<file path="config.mk">
export PLATFORM = sky130hd
export DESIGN_NAME = json_stream_tokenizer_flat
export DESIGN_NICKNAME = d
export VERILOG_FILES = /design/src/jst_pkg.sv /design/src/jst_if.sv /design/src/jst_ram.sv /design/src/jst_front.sv /design/src/jst_engine.sv /design/src/jst_out_queue.sv /design/src/json_stream_tokenizer.sv /design/src/flat_wrapper.sv
export SDC_FILE = /design/constraint.sdc
export NUM_CORES = 2
export LEC_CHECK = 0
export ABC_AREA = 1
export BUFFER_PORTS_ARGS = -buffer_cell sky130_fd_sc_hd__buf_2
export CAP_MARGIN = 30
export CELL_PAD_IN_SITES_DETAIL_PLACEMENT = 0
export CELL_PAD_IN_SITES_GLOBAL_PLACEMENT = 2
export CORE_ASPECT_RATIO = 0.75
export CORE_MARGIN = 3
export CORE_UTILIZATION = 40
export CTS_CLUSTER_SIZE = 10
export DETAILED_ROUTE_END_ITERATION = 10
export GPL_TIMING_DRIVEN = 0
export PLACE_DENSITY_LB_ADDON = 0.1
export SETUP_SLACK_MARGIN = 0.5
export SLEW_MARGIN = 15
export SYNTH_ARGS = -nofsm -noshare
export SYNTH_HDL_FRONTEND = slang
export SYNTH_SLANG_ARGS = --single-unit
</file>
<file path="constraint.sdc">
create_clock -name clk_i -period 8.75 [get_ports clk_i]
set_input_delay 1.3125 -clock clk_i [delete_from_list [all_inputs] [get_ports clk_i]]
set_output_delay 1.3125 -clock clk_i [all_outputs]
set_load 0.05 [all_outputs]
</file>
<file path="src/jst_pkg.sv">
// Shared types, codes and helper functions of the JSON stream tokenizer.
package jst_pkg;

  typedef enum logic [3:0] {
    EV_START_DOC  = 4'd0,
    EV_END_DOC    = 4'd1,
    EV_ARR_START  = 4'd2,
    EV_ARR_END    = 4'd3,
    EV_OBJ_START  = 4'd4,
    EV_OBJ_END    = 4'd5,
    EV_KEY_BYTE   = 4'd6,
    EV_KEY_END    = 4'd7,
    EV_STR_BYTE   = 4'd8,
    EV_STR_END    = 4'd9,
    EV_NUM_BYTE   = 4'd10,
    EV_NUM_END    = 4'd11,
    EV_TRUE       = 4'd12,
    EV_FALSE      = 4'd13,
    EV_NULL       = 4'd14,
    EV_ERROR      = 4'd15
  } ev_e;

  typedef enum logic [1:0] {
    K_OBJECT = 2'd0,
    K_ARRAY  = 2'd1,
    K_KEY    = 2'd2,
    K_STRING = 2'd3
  } kind_e;

  localparam logic [4:0] ERR_DEPTH       = 5'd1;
  localparam logic [4:0] ERR_CTRL_CHAR   = 5'd2;
  localparam logic [4:0] ERR_KEY_QUOTE   = 5'd3;
  localparam logic [4:0] ERR_COLON       = 5'd4;
  localparam logic [4:0] ERR_OBJ_SEP     = 5'd5;
  localparam logic [4:0] ERR_ARR_SEP     = 5'd6;
  localparam logic [4:0] ERR_NO_CONT     = 5'd7;
  localparam logic [4:0] ERR_TWO_POINTS  = 5'd8;
  localparam logic [4:0] ERR_POINT_EXP   = 5'd9;
  localparam logic [4:0] ERR_TWO_EXP     = 5'd10;
  localparam logic [4:0] ERR_SIGN_EMPTY  = 5'd11;
  localparam logic [4:0] ERR_SIGN_POS    = 5'd12;
  localparam logic [4:0] ERR_DOC_START   = 5'd13;
  localparam logic [4:0] ERR_TOO_LONG    = 5'd14;
  localparam logic [4:0] ERR_VALUE_CHAR  = 5'd15;
  localparam logic [4:0] ERR_ARR_EMPTY   = 5'd16;
  localparam logic [4:0] ERR_ARR_MISM    = 5'd17;
  localparam logic [4:0] ERR_OBJ_EMPTY   = 5'd18;
  localparam logic [4:0] ERR_OBJ_MISM    = 5'd19;
  localparam logic [4:0] ERR_ESCAPE      = 5'd20;
  localparam logic [4:0] ERR_HEX         = 5'd21;
  localparam logic [4:0] ERR_TRUE        = 5'd22;
  localparam logic [4:0] ERR_FALSE       = 5'd23;
  localparam logic [4:0] ERR_NULL        = 5'd24;

  localparam int unsigned OQ_DEPTH = 8;
  localparam int unsigned OQ_AW    = 3;

  typedef struct packed {
    logic       action;
    logic [7:0] byte_in;
    logic       is_ws;
    logic       is_digit;
    logic       is_hex;
    logic [3:0] hex_val;
    logic       is_ctrl;
  } cls_t;

  typedef struct packed {
    ev_e                event_res;
    logic [7:0]         data_byte;
    logic signed [63:0] int_value;
    logic               is_float;
    logic [4:0]         error_code;
  } ev_t;

  typedef struct packed {
    ev_t  ev;
    logic last;
  } out_t;

  typedef struct packed {
    logic [1:0] cnt;
    out_t       e0;
    out_t       e1;
    out_t       e2;
  } push_t;

  function automatic ev_t mk_ev(ev_e e, logic [7:0] b, logic [63:0] v, logic f,
                                logic [4:0] er);
    ev_t r;
    r.event_res  = e;
    r.data_byte  = b;
    r.int_value  = v;
    r.is_float   = f;
    r.error_code = er;
    return r;
  endfunction

  function automatic logic [7:0] lit_char(logic [1:0] k, logic [2:0] idx);
    logic [7:0] r;
    r = 8'h00;
    unique case (k)
      2'd0: begin
        unique case (idx)
          3'd0: r = "t";
          3'd1: r = "r";
          3'd2: r = "u";
          3'd3: r = "e";
          default: r = 8'h00;
        endcase
      end
      2'd1: begin
        unique case (idx)
          3'd0: r = "f";
          3'd1: r = "a";
          3'd2: r = "l";
          3'd3: r = "s";
          3'd4: r = "e";
          default: r = 8'h00;
        endcase
      end
      default: begin
        unique case (idx)
          3'd0: r = "n";
          3'd1: r = "u";
          3'd2: r = "l";
          3'd3: r = "l";
          default: r = 8'h00;
        endcase
      end
    endcase
    return r;
  endfunction

endpackage

</file>
<file path="src/jst_if.sv">
// Valid/ready channel interfaces for input bytes and output events.
interface jst_in_if;
  logic       valid;
  logic       ready;
  logic       action;
  logic [7:0] byte_in;
  modport source (output valid, action, byte_in, input ready);
  modport sink (input valid, action, byte_in, output ready);
endinterface

interface jst_out_if;
  logic        valid;
  logic        ready;
  logic [3:0]  event_res;
  logic [7:0]  data_byte;
  logic signed [63:0] int_value;
  logic        is_float;
  logic [4:0]  error_code;
  logic        last;
  modport source (output valid, event_res, data_byte, int_value, is_float, error_code, last,
                  input ready);
  modport sink (input valid, event_res, data_byte, int_value, is_float, error_code, last,
                output ready);
endinterface

</file>
<file path="src/jst_ram.sv">
// Generic single-write, single-read RAM with registered read data.
module jst_ram #(
  parameter int unsigned WIDTH = 2,
  parameter int unsigned DEPTH = 32
) (
  input  logic                     clk_i,
  input  logic                     we_i,
  input  logic [$clog2(DEPTH)-1:0] waddr_i,
  input  logic [WIDTH-1:0]         wdata_i,
  input  logic [$clog2(DEPTH)-1:0] raddr_i,
  output logic [WIDTH-1:0]         rdata_o
);
  logic [WIDTH-1:0] mem_q [DEPTH];

  always_ff @(posedge clk_i) begin
    if (we_i) begin
      mem_q[waddr_i] <= wdata_i;
    end
    rdata_o <= mem_q[raddr_i];
  end
endmodule

</file>
<file path="src/jst_front.sv">
// Input stage: accept beats, classify the byte and queue it for the engine.
module jst_front import jst_pkg::*; (
  input  logic clk_i,
  input  logic rst_ni,
  jst_in_if.sink in_i,
  output logic   valid_o,
  input  logic   ready_i,
  output cls_t   cls_o
);
  cls_t       ent_q [2];
  logic       wptr_q, rptr_q;
  logic [1:0] cnt_q;
  cls_t       cls;
  logic       push, pop;
  logic [7:0] b;

  always_comb begin
    b            = in_i.byte_in;
    cls.action   = in_i.action;
    cls.byte_in  = b;
    cls.is_ws    = (b == 8'h20) || (b == 8'h09) || (b == 8'h0A) || (b == 8'h0D);
    cls.is_digit = (b >= "0") && (b <= "9");
    cls.is_ctrl  = (b <= 8'h1F) || (b == 8'h7F);
    cls.is_hex   = 1'b1;
    cls.hex_val  = 4'd0;
    if ((b >= "0") && (b <= "9")) begin
      cls.hex_val = 4'(b - "0");
    end else if ((b >= "a") && (b <= "f")) begin
      cls.hex_val = 4'(b - "a" + 8'd10);
    end else if ((b >= "A") && (b <= "F")) begin
      cls.hex_val = 4'(b - "A" + 8'd10);
    end else begin
      cls.is_hex = 1'b0;
    end
  end

  assign in_i.ready = (cnt_q != 2'd2);
  assign push       = in_i.valid && in_i.ready;
  assign valid_o    = (cnt_q != 2'd0);
  assign pop        = valid_o && ready_i;
  assign cls_o      = ent_q[rptr_q];

  always_ff @(posedge clk_i) begin
    if (push) begin
      ent_q[wptr_q] <= cls;
    end
  end

  always_ff @(posedge clk_i or negedge rst_ni) begin
    if (!rst_ni) begin
      wptr_q <= 1'b0;
      rptr_q <= 1'b0;
      cnt_q  <= 2'd0;
    end else begin
      if (push) wptr_q <= ~wptr_q;
      if (pop) rptr_q <= ~rptr_q;
      cnt_q <= cnt_q + {1'b0, push} - {1'b0, pop};
    end
  end
endmodule

</file>
<file path="src/jst_engine.sv">
// Parser engine: advance the tokenizer state per byte and produce events.
module jst_engine import jst_pkg::*; #(
  parameter int unsigned MAX_NEST_DEPTH   = 32,
  parameter int unsigned MAX_TOKEN_LENGTH = 256
) (
  input  logic  clk_i,
  input  logic  rst_ni,
  input  logic  valid_i,
  output logic  ready_o,
  input  cls_t  cls_i,
  input  logic  space_i,
  output push_t push_o
);
  localparam int unsigned DW = $clog2(MAX_NEST_DEPTH + 1);
  localparam int unsigned AW = $clog2(MAX_NEST_DEPTH);
  localparam int unsigned CW = $clog2(MAX_TOKEN_LENGTH);
  localparam logic [DW-1:0] DEPTH_MAX = DW'(MAX_NEST_DEPTH);
  localparam logic [DW-1:0] DEPTH_LIM = DW'(MAX_NEST_DEPTH - 1);
  localparam logic [CW-1:0] CL_LIM    = CW'(MAX_TOKEN_LENGTH - 1);
  localparam logic [63:0]   CAP       = 64'h8000_0000_0000_0000;

  typedef enum logic [4:0] {
    M_START, M_IN_ARRAY, M_IN_OBJECT, M_END_KEY, M_AFTER_KEY, M_AFTER_VALUE,
    M_IN_STRING, M_ESCAPE, M_UNICODE, M_NUMBER, M_LIT_T, M_LIT_F, M_LIT_N,
    M_BAD_T, M_BAD_F, M_BAD_N
  } mode_e;

  typedef enum logic {PH_RUN, PH_TOP} phase_e;

  mode_e       mode_q, mode_d;
  phase_e      phase_q, phase_d;
  logic [DW-1:0] depth_q, depth_d;
  logic [CW-1:0] cl_q, cl_d;
  logic        qs_q, qs_d, sp_q, sp_d, se_q, se_d, neg_q, neg_d, err_q, err_d;
  logic [7:0]  prev_q, prev_d;
  logic [63:0] acc_q, acc_d;
  logic [2:0]  lit_q, lit_d, hex_q, hex_d;
  logic [15:0] cp_q, cp_d;
  kind_e       top_q, top_d;
  logic        redo_q, redo_d, pend_q, pend_d;
  cls_t        cur_q, cur;
  ev_t         pev_q, pev_d;

  ev_t         evs [2];
  logic [1:0]  n;
  logic        go;
  logic        push_en, fetch;
  kind_e       push_kind;
  logic        do_open, do_close, do_start, do_cont;
  kind_e       open_kind, close_kind;
  logic [7:0]  cont_b;
  ev_e         cont_ev, text_ev;
  logic        top_none;
  logic [7:0]  c, delim, esc;
  logic        esc_ok;
  logic [67:0] prod;
  logic [63:0] num_v;
  logic [1:0]  lk;
  logic [15:0] cpn;
  logic [2:0]  hexn;
  logic [1:0]  ram_rd;
  logic [DW-1:0] rd_idx;

  assign go      = (phase_q == PH_RUN) && space_i && (redo_q || valid_i);
  assign ready_o = (phase_q == PH_RUN) && space_i && !redo_q;
  assign cur     = redo_q ? cur_q : cls_i;
  assign c       = cur.byte_in;
  assign delim   = qs_q ? "'" : "\"";
  assign top_none = (depth_q == '0);
  assign text_ev = (!top_none && top_q == K_KEY) ? EV_KEY_BYTE : EV_STR_BYTE;
  assign prod    = ({4'd0, acc_q} << 3) + ({4'd0, acc_q} << 1) + 68'(cur.hex_val);
  assign num_v   = neg_q ? (64'd0 - acc_q) : (acc_q[63] ? (CAP - 64'd1) : acc_q);

  always_comb begin
    esc_ok = 1'b1;
    esc    = c;
    if ((c == delim) || (c == "\\") || (c == "/")) esc = c;
    else if (c == "b") esc = 8'h08;
    else if (c == "f") esc = 8'h0C;
    else if (c == "n") esc = 8'h0A;
    else if (c == "r") esc = 8'h0D;
    else if (c == "t") esc = 8'h09;
    else esc_ok = 1'b0;
  end

  always_comb begin
    unique case (mode_q)
      M_LIT_T, M_BAD_T: lk = 2'd0;
      M_LIT_F, M_BAD_F: lk = 2'd1;
      default:          lk = 2'd2;
    endcase
  end

  always_comb begin
    mode_d = mode_q; depth_d = depth_q; cl_d = cl_q; qs_d = qs_q; sp_d = sp_q;
    se_d = se_q; neg_d = neg_q; err_d = err_q; prev_d = prev_q; acc_d = acc_q;
    lit_d = lit_q; hex_d = hex_q; cp_d = cp_q; top_d = top_q; redo_d = 1'b0;
    evs[0] = '0; evs[1] = '0; n = 2'd0;
    push_en = 1'b0; push_kind = K_OBJECT; fetch = 1'b0;
    do_open = 1'b0; do_close = 1'b0; do_start = 1'b0; do_cont = 1'b0;
    open_kind = K_ARRAY; close_kind = K_ARRAY; cont_b = 8'h00; cont_ev = EV_STR_BYTE;
    cpn = cp_q; hexn = hex_q;
    if (go) begin
      if (cur.action) begin
        mode_d = M_START; depth_d = '0; cl_d = '0; qs_d = 1'b0; sp_d = 1'b0;
        se_d = 1'b0; neg_d = 1'b0; err_d = 1'b0; prev_d = 8'h00; acc_d = '0;
        lit_d = '0; hex_d = '0; cp_d = '0;
      end else if (err_q) begin
        err_d = 1'b1;
      end else if (depth_q >= DEPTH_LIM) begin
        evs[n[0]] = mk_ev(EV_ERROR, '0, '0, 1'b0, ERR_DEPTH); n = n + 2'd1; err_d = 1'b1;
      end else if (cur.is_ws && !((mode_q == M_IN_STRING) || (mode_q == M_UNICODE) ||
                                  (mode_q == M_ESCAPE) || (mode_q == M_NUMBER))) begin
        err_d = 1'b0;
      end else begin
        unique case (mode_q)
          M_START: begin
            evs[n[0]] = mk_ev(EV_START_DOC, '0, '0, 1'b0, '0); n = n + 2'd1;
            if (c == "[") begin
              do_open = 1'b1; open_kind = K_ARRAY;
            end else if (c == "{") begin
              do_open = 1'b1; open_kind = K_OBJECT;
            end else begin
              evs[n[0]] = mk_ev(EV_ERROR, '0, '0, 1'b0, ERR_DOC_START); n = n + 2'd1;
              err_d = 1'b1;
            end
          end
          M_IN_ARRAY: begin
            if (c == "]") begin
              do_close = 1'b1; close_kind = K_ARRAY;
            end else begin
              do_start = 1'b1;
            end
          end
          M_IN_OBJECT: begin
            if (c == "}") begin
              do_close = 1'b1; close_kind = K_OBJECT;
            end else if ((c == "\"") || (c == "'")) begin
              push_en = 1'b1; push_kind = K_KEY; mode_d = M_IN_STRING; qs_d = (c == "'");
            end else begin
              evs[n[0]] = mk_ev(EV_ERROR, '0, '0, 1'b0, ERR_KEY_QUOTE); n = n + 2'd1;
              err_d = 1'b1;
            end
          end
          M_END_KEY: begin
            if (c == ":") begin
              mode_d = M_AFTER_KEY;
            end else begin
              evs[n[0]] = mk_ev(EV_ERROR, '0, '0, 1'b0, ERR_COLON); n = n + 2'd1;
              err_d = 1'b1;
            end
          end
          M_AFTER_KEY: do_start = 1'b1;
          M_AFTER_VALUE: begin
            if (!top_none && top_q == K_OBJECT) begin
              if (c == "}") begin
                do_close = 1'b1; close_kind = K_OBJECT;
              end else if (c == ",") begin
                mode_d = M_IN_OBJECT;
              end else begin
                evs[n[0]] = mk_ev(EV_ERROR, '0, '0, 1'b0, ERR_OBJ_SEP); n = n + 2'd1;
                err_d = 1'b1;
              end
            end else if (!top_none && top_q == K_ARRAY) begin
              if (c == "]") begin
                do_close = 1'b1; close_kind = K_ARRAY;
              end else if (c == ",") begin
                mode_d = M_IN_ARRAY;
              end else begin
                evs[n[0]] = mk_ev(EV_ERROR, '0, '0, 1'b0, ERR_ARR_SEP); n = n + 2'd1;
                err_d = 1'b1;
              end
            end else begin
              evs[n[0]] = mk_ev(EV_ERROR, '0, '0, 1'b0, ERR_NO_CONT); n = n + 2'd1;
              err_d = 1'b1;
            end
          end
          M_IN_STRING: begin
            if (c == delim) begin
              if (!top_none) begin
                depth_d = depth_q - DW'(1); fetch = (depth_d != '0);
              end
              if (!top_none && top_q == K_KEY) begin
                evs[n[0]] = mk_ev(EV_KEY_END, '0, '0, 1'b0, '0); n = n + 2'd1;
                mode_d = M_END_KEY;
              end else begin
                evs[n[0]] = mk_ev(EV_STR_END, '0, '0, 1'b0, '0); n = n + 2'd1;
                mode_d = M_AFTER_VALUE;
              end
              cl_d = '0; qs_d = 1'b0;
            end else if (c == "\\") begin
              mode_d = M_ESCAPE;
            end else if (cur.is_ctrl) begin
              evs[n[0]] = mk_ev(EV_ERROR, '0, '0, 1'b0, ERR_CTRL_CHAR); n = n + 2'd1;
              err_d = 1'b1;
            end else begin
              do_cont = 1'b1; cont_b = c; cont_ev = text_ev;
            end
          end
          M_ESCAPE: begin
            if (c == "u") begin
              mode_d = M_UNICODE; hex_d = '0; cp_d = '0;
            end else if (esc_ok) begin
              do_cont = 1'b1; cont_b = esc; cont_ev = text_ev; mode_d = M_IN_STRING;
            end else begin
              evs[n[0]] = mk_ev(EV_ERROR, '0, '0, 1'b0, ERR_ESCAPE); n = n + 2'd1;
              err_d = 1'b1;
            end
          end
          M_UNICODE: begin
            if (!cur.is_hex) begin
              evs[n[0]] = mk_ev(EV_ERROR, '0, '0, 1'b0, ERR_HEX); n = n + 2'd1;
              err_d = 1'b1;
            end else begin
              cpn = {cp_q[11:0], cur.hex_val};
              hexn = hex_q + 3'd1;
              cp_d = cpn; hex_d = hexn;
              if (hexn >= 3'd4) begin
                if (cpn < 16'h0080) begin
                  do_cont = 1'b1; cont_b = cpn[7:0]; cont_ev = text_ev;
                end else if (cpn < 16'h0800) begin
                  if (cl_q >= CL_LIM) begin
                    evs[n[0]] = mk_ev(EV_ERROR, '0, '0, 1'b0, ERR_TOO_LONG); n = n + 2'd1;
                    err_d = 1'b1;
                  end else begin
                    evs[n[0]] = mk_ev(text_ev, 8'(cpn[10:6]) | 8'hC0, '0, 1'b0, '0);
                    n = n + 2'd1;
                    cl_d = cl_q + CW'(1);
                    do_cont = 1'b1; cont_b = 8'(cpn[5:0]) | 8'h80; cont_ev = text_ev;
                  end
                end else if (cpn == 16'h2019) begin
                  do_cont = 1'b1; cont_b = "'"; cont_ev = text_ev;
                end else begin
                  do_cont = 1'b1; cont_b = " "; cont_ev = text_ev;
                end
                hex_d = '0; mode_d = M_IN_STRING;
              end
            end
          end
          M_NUMBER: begin
            if (cur.is_digit) begin
              if (!(sp_q || se_q)) acc_d = (prod > {4'd0, CAP}) ? CAP : prod[63:0];
              prev_d = c; do_cont = 1'b1; cont_b = c; cont_ev = EV_NUM_BYTE;
            end else if (c == ".") begin
              if (sp_q) begin
                evs[n[0]] = mk_ev(EV_ERROR, '0, '0, 1'b0, ERR_TWO_POINTS); n = n + 2'd1;
                err_d = 1'b1;
              end else if (se_q) begin
                evs[n[0]] = mk_ev(EV_ERROR, '0, '0, 1'b0, ERR_POINT_EXP); n = n + 2'd1;
                err_d = 1'b1;
              end else begin
                sp_d = 1'b1; prev_d = c; do_cont = 1'b1; cont_b = c; cont_ev = EV_NUM_BYTE;
              end
            end else if ((c == "e") || (c == "E")) begin
              if (se_q) begin
                evs[n[0]] = mk_ev(EV_ERROR, '0, '0, 1'b0, ERR_TWO_EXP); n = n + 2'd1;
                err_d = 1'b1;
              end else begin
                se_d = 1'b1; prev_d = c; do_cont = 1'b1; cont_b = c; cont_ev = EV_NUM_BYTE;
              end
            end else if ((c == "+") || (c == "-")) begin
              if (cl_q == '0) begin
                evs[n[0]] = mk_ev(EV_ERROR, '0, '0, 1'b0, ERR_SIGN_EMPTY); n = n + 2'd1;
                err_d = 1'b1;
              end else if (!((prev_q == "e") || (prev_q == "E"))) begin
                evs[n[0]] = mk_ev(EV_ERROR, '0, '0, 1'b0, ERR_SIGN_POS); n = n + 2'd1;
                err_d = 1'b1;
              end else begin
                prev_d = c; do_cont = 1'b1; cont_b = c; cont_ev = EV_NUM_BYTE;
              end
            end else begin
              evs[n[0]] = mk_ev(EV_NUM_END, '0, num_v, sp_q, '0); n = n + 2'd1;
              cl_d = '0; mode_d = M_AFTER_VALUE; redo_d = 1'b1;
            end
          end
          default: begin
            if ((lit_q < 3'd5) && (c != lit_char(lk, lit_q)) && (mode_q < M_BAD_T)) begin
              mode_d = mode_e'(5'(M_BAD_T) + 5'(lk));
            end
            lit_d = lit_q + 3'd1;
            if (lit_d >= ((lk == 2'd1) ? 3'd5 : 3'd4)) begin
              if (mode_d >= M_BAD_T) begin
                evs[n[0]] = mk_ev(EV_ERROR, '0, '0, 1'b0, ERR_TRUE + 5'(lk));
                n = n + 2'd1; err_d = 1'b1;
              end else begin
                evs[n[0]] = mk_ev(ev_e'(4'(EV_TRUE) + 4'(lk)), '0, '0, 1'b0, '0);
                n = n + 2'd1; mode_d = M_AFTER_VALUE; lit_d = '0;
              end
            end
          end
        endcase

        if (do_start) begin
          if (c == "[") begin
            do_open = 1'b1; open_kind = K_ARRAY;
          end else if (c == "{") begin
            do_open = 1'b1; open_kind = K_OBJECT;
          end else if ((c == "\"") || (c == "'")) begin
            push_en = 1'b1; push_kind = K_STRING; mode_d = M_IN_STRING; qs_d = (c == "'");
          end else if (cur.is_digit || (c == "-")) begin
            mode_d = M_NUMBER; sp_d = 1'b0; se_d = 1'b0;
            acc_d = cur.is_digit ? 64'(cur.hex_val) : 64'd0;
            neg_d = (c == "-"); prev_d = c;
            do_cont = 1'b1; cont_b = c; cont_ev = EV_NUM_BYTE;
          end else if (c == "t") begin
            mode_d = M_LIT_T; lit_d = 3'd1;
          end else if (c == "f") begin
            mode_d = M_LIT_F; lit_d = 3'd1;
          end else if (c == "n") begin
            mode_d = M_LIT_N; lit_d = 3'd1;
          end else begin
            evs[n[0]] = mk_ev(EV_ERROR, '0, '0, 1'b0, ERR_VALUE_CHAR); n = n + 2'd1;
            err_d = 1'b1;
          end
        end

        if (do_open) begin
          evs[n[0]] = mk_ev((open_kind == K_ARRAY) ? EV_ARR_START : EV_OBJ_START,
                            '0, '0, 1'b0, '0);
          n = n + 2'd1;
          mode_d = (open_kind == K_ARRAY) ? M_IN_ARRAY : M_IN_OBJECT;
          push_en = 1'b1; push_kind = open_kind;
        end

        if (do_close) begin
          if (top_none) begin
            evs[n[0]] = mk_ev(EV_ERROR, '0, '0, 1'b0,
                              (close_kind == K_ARRAY) ? ERR_ARR_EMPTY : ERR_OBJ_EMPTY);
            n = n + 2'd1; err_d = 1'b1;
          end else begin
            depth_d = depth_q - DW'(1); fetch = (depth_d != '0);
            if (top_q != close_kind) begin
              evs[n[0]] = mk_ev(EV_ERROR, '0, '0, 1'b0,
                                (close_kind == K_ARRAY) ? ERR_ARR_MISM : ERR_OBJ_MISM);
              n = n + 2'd1; err_d = 1'b1;
            end else begin
              evs[n[0]] = mk_ev((close_kind == K_ARRAY) ? EV_ARR_END : EV_OBJ_END,
                                '0, '0, 1'b0, '0);
              n = n + 2'd1; mode_d = M_AFTER_VALUE;
              if (depth_d == '0) begin
                evs[n[0]] = mk_ev(EV_END_DOC, '0, '0, 1'b0, '0); n = n + 2'd1;
                mode_d = M_START; cl_d = '0; hex_d = '0;
              end
            end
          end
        end

        if (do_cont) begin
          if (cl_d >= CL_LIM) begin
            evs[n[0]] = mk_ev(EV_ERROR, '0, '0, 1'b0, ERR_TOO_LONG); n = n + 2'd1;
            err_d = 1'b1;
          end else begin
            evs[n[0]] = mk_ev(cont_ev, cont_b, '0, 1'b0, '0); n = n + 2'd1;
            cl_d = cl_d + CW'(1);
          end
        end

        if (push_en && (depth_q < DEPTH_MAX)) begin
          depth_d = depth_q + DW'(1); top_d = push_kind;
        end
      end
    end
  end

  assign rd_idx = depth_d - DW'(1);

  jst_ram #(.WIDTH(2), .DEPTH(MAX_NEST_DEPTH)) u_stack (
    .clk_i   (clk_i),
    .we_i    (push_en && (depth_q < DEPTH_MAX)),
    .waddr_i (depth_q[AW-1:0]),
    .wdata_i (push_kind),
    .raddr_i (rd_idx[AW-1:0]),
    .rdata_o (ram_rd)
  );

  always_comb begin
    push_o = '0;
    pend_d = pend_q;
    pev_d  = pev_q;
    phase_d = phase_q;
    if (phase_q == PH_TOP) begin
      phase_d = PH_RUN;
    end else if (go) begin
      if (fetch) phase_d = PH_TOP;
      if (redo_d) begin
        pend_d = 1'b1; pev_d = evs[0];
      end else begin
        pend_d = 1'b0;
        if (pend_q) begin
          push_o.e0.ev = pev_q; push_o.e1.ev = evs[0]; push_o.e2.ev = evs[1];
          push_o.cnt = n + 2'd1;
        end else begin
          push_o.e0.ev = evs[0]; push_o.e1.ev = evs[1];
          push_o.cnt = n;
        end
        push_o.e0.last = (push_o.cnt == 2'd1);
        push_o.e1.last = (push_o.cnt == 2'd2);
        push_o.e2.last = (push_o.cnt == 2'd3);
      end
    end
  end

  always_ff @(posedge clk_i) begin
    if (go && redo_d) cur_q <= cur;
    pev_q <= pev_d;
  end

  always_ff @(posedge clk_i or negedge rst_ni) begin
    if (!rst_ni) begin
      mode_q <= M_START; phase_q <= PH_RUN; depth_q <= '0; cl_q <= '0;
      qs_q <= 1'b0; sp_q <= 1'b0; se_q <= 1'b0; neg_q <= 1'b0; err_q <= 1'b0;
      prev_q <= '0; acc_q <= '0; lit_q <= '0; hex_q <= '0; cp_q <= '0;
      top_q <= K_OBJECT; redo_q <= 1'b0; pend_q <= 1'b0;
    end else begin
      phase_q <= phase_d;
      pend_q  <= pend_d;
      if (phase_q == PH_TOP) begin
        top_q <= kind_e'(ram_rd);
      end else if (go) begin
        mode_q <= mode_d; depth_q <= depth_d; cl_q <= cl_d; qs_q <= qs_d;
        sp_q <= sp_d; se_q <= se_d; neg_q <= neg_d; err_q <= err_d; prev_q <= prev_d;
        acc_q <= acc_d; lit_q <= lit_d; hex_q <= hex_d; cp_q <= cp_d; top_q <= top_d;
        redo_q <= redo_d;
      end
    end
  end
endmodule

</file>
<file path="src/jst_out_queue.sv">
// Event queue: take up to three events per cycle, deliver one beat per cycle while the sink is ready.
module jst_out_queue import jst_pkg::*; (
  input  logic  clk_i,
  input  logic  rst_ni,
  input  push_t push_i,
  output logic  space_o,
  jst_out_if.source out_o
);
  out_t            ent_q [OQ_DEPTH];
  logic [OQ_AW-1:0] wptr_q, rptr_q;
  logic [OQ_AW:0]   cnt_q;
  logic             pop;
  out_t             head;

  assign space_o = (cnt_q <= (OQ_AW + 1)'(OQ_DEPTH - 3));
  assign head    = ent_q[rptr_q];
  assign pop     = out_o.valid && out_o.ready;

  assign out_o.valid      = (cnt_q != '0);
  assign out_o.event_res  = head.ev.event_res;
  assign out_o.data_byte  = head.ev.data_byte;
  assign out_o.int_value  = head.ev.int_value;
  assign out_o.is_float   = head.ev.is_float;
  assign out_o.error_code = head.ev.error_code;
  assign out_o.last       = head.last;

  always_ff @(posedge clk_i) begin
    if (push_i.cnt >= 2'd1) ent_q[wptr_q] <= push_i.e0;
    if (push_i.cnt >= 2'd2) ent_q[wptr_q + OQ_AW'(1)] <= push_i.e1;
    if (push_i.cnt == 2'd3) ent_q[wptr_q + OQ_AW'(2)] <= push_i.e2;
  end

  always_ff @(posedge clk_i or negedge rst_ni) begin
    if (!rst_ni) begin
      wptr_q <= '0;
      rptr_q <= '0;
      cnt_q  <= '0;
    end else begin
      wptr_q <= wptr_q + OQ_AW'(push_i.cnt);
      if (pop) rptr_q <= rptr_q + OQ_AW'(1);
      cnt_q <= cnt_q + (OQ_AW + 1)'(push_i.cnt) - (OQ_AW + 1)'(pop);
    end
  end
endmodule

</file>
<file path="src/json_stream_tokenizer.sv">
// Streaming JSON tokenizer: one text byte per input beat in, SAX-style events out.
// A byte that closes a string, array or object and leaves the nesting stack non-empty
// is followed by a phase that refreshes the top of the stack from its RAM, and a byte
// that ends a number is parsed again after the number end event. Each byte yields zero
// to three events, delivered one beat per cycle while the sink is ready from an
// eight-entry event queue, so a steady stream of content bytes runs at one byte per
// cycle while the sink is ready and the event count per byte bounds the rate otherwise.
// The stack RAM needs no clearing after reset. A beat with action set restarts the
// parser.
module json_stream_tokenizer import jst_pkg::*; #(
  parameter int unsigned MAX_NEST_DEPTH   = 32,
  parameter int unsigned MAX_TOKEN_LENGTH = 256
) (
  input  logic clk_i,
  input  logic rst_ni,
  jst_in_if.sink    in_i,
  jst_out_if.source out_o
);
  logic  fe_valid, fe_ready, space;
  cls_t  fe_cls;
  push_t push;

  jst_front u_front (
    .clk_i   (clk_i),
    .rst_ni  (rst_ni),
    .in_i    (in_i),
    .valid_o (fe_valid),
    .ready_i (fe_ready),
    .cls_o   (fe_cls)
  );

  jst_engine #(
    .MAX_NEST_DEPTH   (MAX_NEST_DEPTH),
    .MAX_TOKEN_LENGTH (MAX_TOKEN_LENGTH)
  ) u_engine (
    .clk_i   (clk_i),
    .rst_ni  (rst_ni),
    .valid_i (fe_valid),
    .ready_o (fe_ready),
    .cls_i   (fe_cls),
    .space_i (space),
    .push_o  (push)
  );

  jst_out_queue u_queue (
    .clk_i  (clk_i),
    .rst_ni (rst_ni),
    .push_i (push),
    .space_o(space),
    .out_o  (out_o)
  );

  a_no_overflow: assert property (@(posedge clk_i) disable iff (!rst_ni)
    (push.cnt != 2'd0) |-> space) else $error("event queue overflow");

  a_err_code: assert property (@(posedge clk_i) disable iff (!rst_ni)
    (out_o.valid && (out_o.event_res != EV_ERROR)) |-> (out_o.error_code == 5'd0))
    else $error("error code on non-error event");

  a_num_fields: assert property (@(posedge clk_i) disable iff (!rst_ni)
    (out_o.valid && (out_o.event_res != EV_NUM_END)) |->
    ((out_o.int_value == 64'sd0) && !out_o.is_float))
    else $error("number fields on non-number-end event");
endmodule

</file>
<file path="src/flat_wrapper.sv">
// flat-port wrapper written by rule: the top's interface ports become plain ports
module json_stream_tokenizer_flat import jst_pkg::*;
#(
  parameter int unsigned MAX_NEST_DEPTH   = 32,
  parameter int unsigned MAX_TOKEN_LENGTH = 256
)
  (clk_i, rst_ni, in_i_valid, in_i_action, in_i_byte_in, in_i_ready, out_o_valid, out_o_event_res, out_o_data_byte, out_o_int_value, out_o_is_float, out_o_error_code, out_o_last, out_o_ready);
  jst_in_if in_i_i ();
  jst_out_if out_o_i ();
  input  logic clk_i;
  input  logic rst_ni;
  input wire logic [$bits(in_i_i.valid)-1:0] in_i_valid;
  input wire logic [$bits(in_i_i.action)-1:0] in_i_action;
  input wire logic [$bits(in_i_i.byte_in)-1:0] in_i_byte_in;
  output wire logic [$bits(in_i_i.ready)-1:0] in_i_ready;
  output wire logic [$bits(out_o_i.valid)-1:0] out_o_valid;
  output wire logic [$bits(out_o_i.event_res)-1:0] out_o_event_res;
  output wire logic [$bits(out_o_i.data_byte)-1:0] out_o_data_byte;
  output wire logic [$bits(out_o_i.int_value)-1:0] out_o_int_value;
  output wire logic [$bits(out_o_i.is_float)-1:0] out_o_is_float;
  output wire logic [$bits(out_o_i.error_code)-1:0] out_o_error_code;
  output wire logic [$bits(out_o_i.last)-1:0] out_o_last;
  input wire logic [$bits(out_o_i.ready)-1:0] out_o_ready;
  assign in_i_i.valid = in_i_valid;
  assign in_i_i.action = in_i_action;
  assign in_i_i.byte_in = in_i_byte_in;
  assign in_i_ready = in_i_i.ready;
  assign out_o_valid = out_o_i.valid;
  assign out_o_event_res = out_o_i.event_res;
  assign out_o_data_byte = out_o_i.data_byte;
  assign out_o_int_value = out_o_i.int_value;
  assign out_o_is_float = out_o_i.is_float;
  assign out_o_error_code = out_o_i.error_code;
  assign out_o_last = out_o_i.last;
  assign out_o_i.ready = out_o_ready;
  json_stream_tokenizer #(.MAX_NEST_DEPTH(MAX_NEST_DEPTH), .MAX_TOKEN_LENGTH(MAX_TOKEN_LENGTH)) u_core (.clk_i(clk_i), .rst_ni(rst_ni), .in_i(in_i_i), .out_o(out_o_i));
endmodule
</file>
==> flow_metrics.env <==
export IMPL_status="finished clean"
export IMPL_io_buffers=97
export IMPL_max_freq_mhz=134
export IMPL_end_kind="flip-flop"
export IMPL_crit_chain="inv_1 > ha_1 > a21oi_1 > a211oi_1 > inv_1 > a21oi_2 > inv_2 > nor2_2 > inv_1 > nor2_2 > inv_2 > nor2_4 > inv_2 > nand2_2 > inv_2 > buf_2 > nand3_2 > clkbuf_1 > nand3_4 > buf_12 > buf_12"
export IMPL_synth_cells=7143
export IMPL_fp_row_count=122
export IMPL_grt_max_degree=76
export IMPL_area_delta_synth_final_pct=11.8
export IMPL_grt_usage=0.317
export IMPL_clk_pin_slew_ns=0.06
export IMPL_layout_nets=7575
export IMPL_crit_path_max_incr_delay_ns=0.82
export IMPL_skew_ns=0.0444
export IMPL_first_iter_violations=6652
export IMPL_gp_congestion=0.963
export IMPL_die_y_um=341
export IMPL_slew_headroom=0.242
export IMPL_ys_ff_latch=994
export IMPL_pin_count=98
export IMPL_ir_drop_v=0.000356
export IMPL_route_detailed_drc=0
export IMPL_grt_overflow=0
export IMPL_min_period_ns=7.49
export IMPL_vias_per_cell=5.86
export IMPL_fin_util=0.451
export IMPL_cts_buffers=113
export IMPL_routed_wl_um=249000
export IMPL_cts_resized=0
export IMPL_cts_tree="yes"
export IMPL_syn_area_um2=59700
export IMPL_drtAntennaViolNets=0
export IMPL_cp_buffers_inverters=11
export IMPL_fin_crit_sh=0.856
export IMPL_ys_seq_area_frac=0.489
export IMPL_hold_path_class="flip-flop to flip-flop"
export IMPL_tightest_slew_ns=1.14
export IMPL_crit_fanout=38
export IMPL_crit_cells=21
export IMPL_num_vias=55300
export IMPL_clock_latency_ns=0.76
export IMPL_cp_top_family="buffers and inverters"
export IMPL_synth_cell_types=82
export IMPL_start_util=0.404
export IMPL_reg2reg_setup_slack_ns=1.26
export IMPL_rsz0062_at_grt="false"
export IMPL_whs_path_depth=2
export IMPL_fill_cells=15000
export IMPL_multi_input_area_um2=26700
export IMPL_crit_type="flip-flop to flip-flop"
export IMPL_synth_enable_flop_cells=861
export IMPL_slew_viol_final=0
export IMPL_die_w_um=452
export IMPL_grt_pass1_vias=52200
export IMPL_grt_first_pass_wirelength_um=362000
export IMPL_required_ns=9.22
export IMPL_regArea_um2=29200
export IMPL_setup_worst_path_end="u_core.u_queue.ent_q[7][47]"
export IMPL_cts_sinks=994
export IMPL_arrival_ns=7.95
export IMPL_power_mw=18.5
export IMPL_r2r_end="u_core.u_queue.ent_q[7][47]"
export IMPL_start_kind="flip-flop"
export IMPL_die_area_um2=154000
export IMPL_maxCapViolCount=0
export IMPL_synth_area_per_cell_um2=8.36
export IMPL_p_leak_nw=25.8
export IMPL_setup_viol=0
export IMPL_ys_async_sr_fraction=0.132
export IMPL_synthFlopType="edfxtp_1"
export IMPL_ys_warn_count=0
export IMPL_path_common_cell="inv_2"
export IMPL_post_cts_setup_buffers=0
export IMPL_core_um2=148000
export IMPL_final_hold_violation_count=0
export IMPL_reg2regPathDepth=21
export IMPL_hold_buffers=0
export IMPL_slowest_stage="nor2_2"
export IMPL_r2r_start="u_core.u_queue.cnt_q[3]"
export IMPL_cts_root_buf="clkbuf_16"
export IMPL_clockBufferDepth=3
export IMPL_setup_worst_path_start="u_core.u_queue.cnt_q[3]"
export IMPL_place_hpwl_um=192000
export IMPL_hold_slack_ns=0.469
export IMPL_wl_per_cell_um=26.4
export IMPL_finalSetupTns_ns=0
export IMPL_dr_pass1_iters=6
export IMPL_powerDensity_nw_per_um2=277
export IMPL_antenna_found_initial=9
export IMPL_h_tree_depth=3
export IMPL_drive_gt1_frac=0.0866
[registers in the layout, indices dropped and copies added (netlist names), 2 cells and up]
name,count
u_core.u_front.cnt_q,2
u_core.u_engine.depth_q,6
u_core.u_engine.top_q,2
u_core.u_engine.mode_q,5
u_core.u_engine.cl_q,8
u_core.u_engine.cur_q,17
u_core.u_engine.pev_q,82
u_core.u_queue.ent_q,664
u_core.u_queue.wptr_q,3
u_core.u_queue.cnt_q,4
u_core.u_engine.acc_q,64
u_core.u_engine.u_stack.rdata_o,2
u_core.u_engine.lit_q,3
u_core.u_queue.rptr_q,3
u_core.u_front.ent_q,34
u_core.u_engine.u_stack.mem_q,64
u_core.u_engine.hex_q,3
u_core.u_engine.cp_q,12
u_core.u_engine.prev_q,7
[metrics by stage]
| step | worst slack, ns | instance area, um2 | std cells |
|---|---|---|---|
| after floorplan | 2.41 | 59700 | 7144 |
| after global placement | -3.07 | 62700 | 9225 |
| after detailed placement | 1.46 | 63400 | 9260 |
| after CTS | 1.42 | 66700 | 9439 |
| after global routing | 1.02 | 66800 | 9443 |
| final | 1.26 | 66800 | 9445 |
[cell usage after synthesis, types with 32 or more instances]
| master | count | share of area |
|---|---|---|
| o22ai_1 | 141 | 0.015 |
| a31oi_1 | 102 | 0.011 |
| nand4_1 | 54 | 0.0057 |
| nand2_2 | 44 | 0.0046 |
| buf_2 | 62 | 0.0052 |
| nand2_1 | 1262 | 0.079 |
| xor2_1 | 40 | 0.0059 |
| inv_1 | 461 | 0.029 |
| o21ai_0 | 677 | 0.057 |
| nand3_1 | 415 | 0.035 |
| a21oi_1 | 221 | 0.019 |
| edfxtp_1 | 861 | 0.43 |
| o211ai_1 | 43 | 0.0054 |
| buf_6 | 50 | 0.0094 |
| nor3_1 | 561 | 0.047 |
| a22oi_1 | 36 | 0.0045 |
| nor3_2 | 56 | 0.0094 |
| ha_1 | 163 | 0.034 |
| clkbuf_1 | 226 | 0.014 |
| inv_2 | 33 | 0.0021 |
| nor2_1 | 1136 | 0.071 |
| dfrtp_1 | 131 | 0.055 |
| xnor2_1 | 32 | 0.0047 |
[how the worst min path moves through the flow]
stage	start	slack, ns	to
global placement	u_core.u_engine.u_stack.rdata_o[0]	0.45	u_core.u_engine.top_q[0]
finish	u_core.u_engine.u_stack.rdata_o[1]	0.47	u_core.u_engine.top_q[1]
CTS	u_core.u_engine.u_stack.rdata_o[1]	0.48	u_core.u_engine.top_q[1]
global route	u_core.u_engine.u_stack.rdata_o[1]	0.49	u_core.u_engine.top_q[1]
detailed placement	u_core.u_engine.u_stack.rdata_o[0]	0.46	u_core.u_engine.top_q[0]
floorplan	u_core.u_engine.u_stack.rdata_o[0]	0.42	u_core.u_engine.top_q[0]
[worst min-delay path: cells and delay by family (launching register included)]
family,cells,cell delay [ns]
AND/OR/NAND/NOR,1,0.06
AO/OA/AOI/OAI,1,0.06
flip-flops,1,0.31
[kinds of logic after synthesis]
family | synth area share
muxes | 0.000168
and+or+nand+nor | 0.270
xor gates and xnor gates | 0.0106
other | 0.0000628
DFF | 0.489
buffers and inverters | 0.0670
AOI/OAI and AO/OA | 0.128
adders and majority gates | 0.0355
[where the power goes]
group / total, mW / internal [mW] / leakage, nW / switching (mW)
sequential: 5.57 / 5.45 / 9.55 / 0.122
combinational: 8.48 / 1.91 / 14.7 / 6.57
clock: 4.47 / 2.43 / 1.57 / 2.03
[layout make-up]
class                   count  area share
clock buffers             168      0.0465
multi-input cells        5251       0.399
clock inverters            11     0.00272
repair buffers            136      0.0171
inverters                 512      0.0293
plain buffers             387      0.0307
flip-flops and latches    994       0.437
well taps                1984      0.0372
diodes                      2   0.0000749
[routing by layer]
layer,vias to the layer above,part of all wire,GRT usage
met2,2436,0.41,0.457
met5,-,0.00022,0
li1,25400,-,-
met3,359,0.085,0.0484
met4,8,0.030,0.0893
met1,27200,0.47,0.489
[placed cells by master (no fill, tap or decap), drive strengths merged, types with 141 or more instances in the layout]
master,n
a21oi,224
buf,290
clkbuf,401
edfxtp,861
ha,163
inv,503
nand2,1316
nand3,427
nor2,1167
nor3,618
o21ai,702
o22ai,141
(Power assumes the default switching activity.)
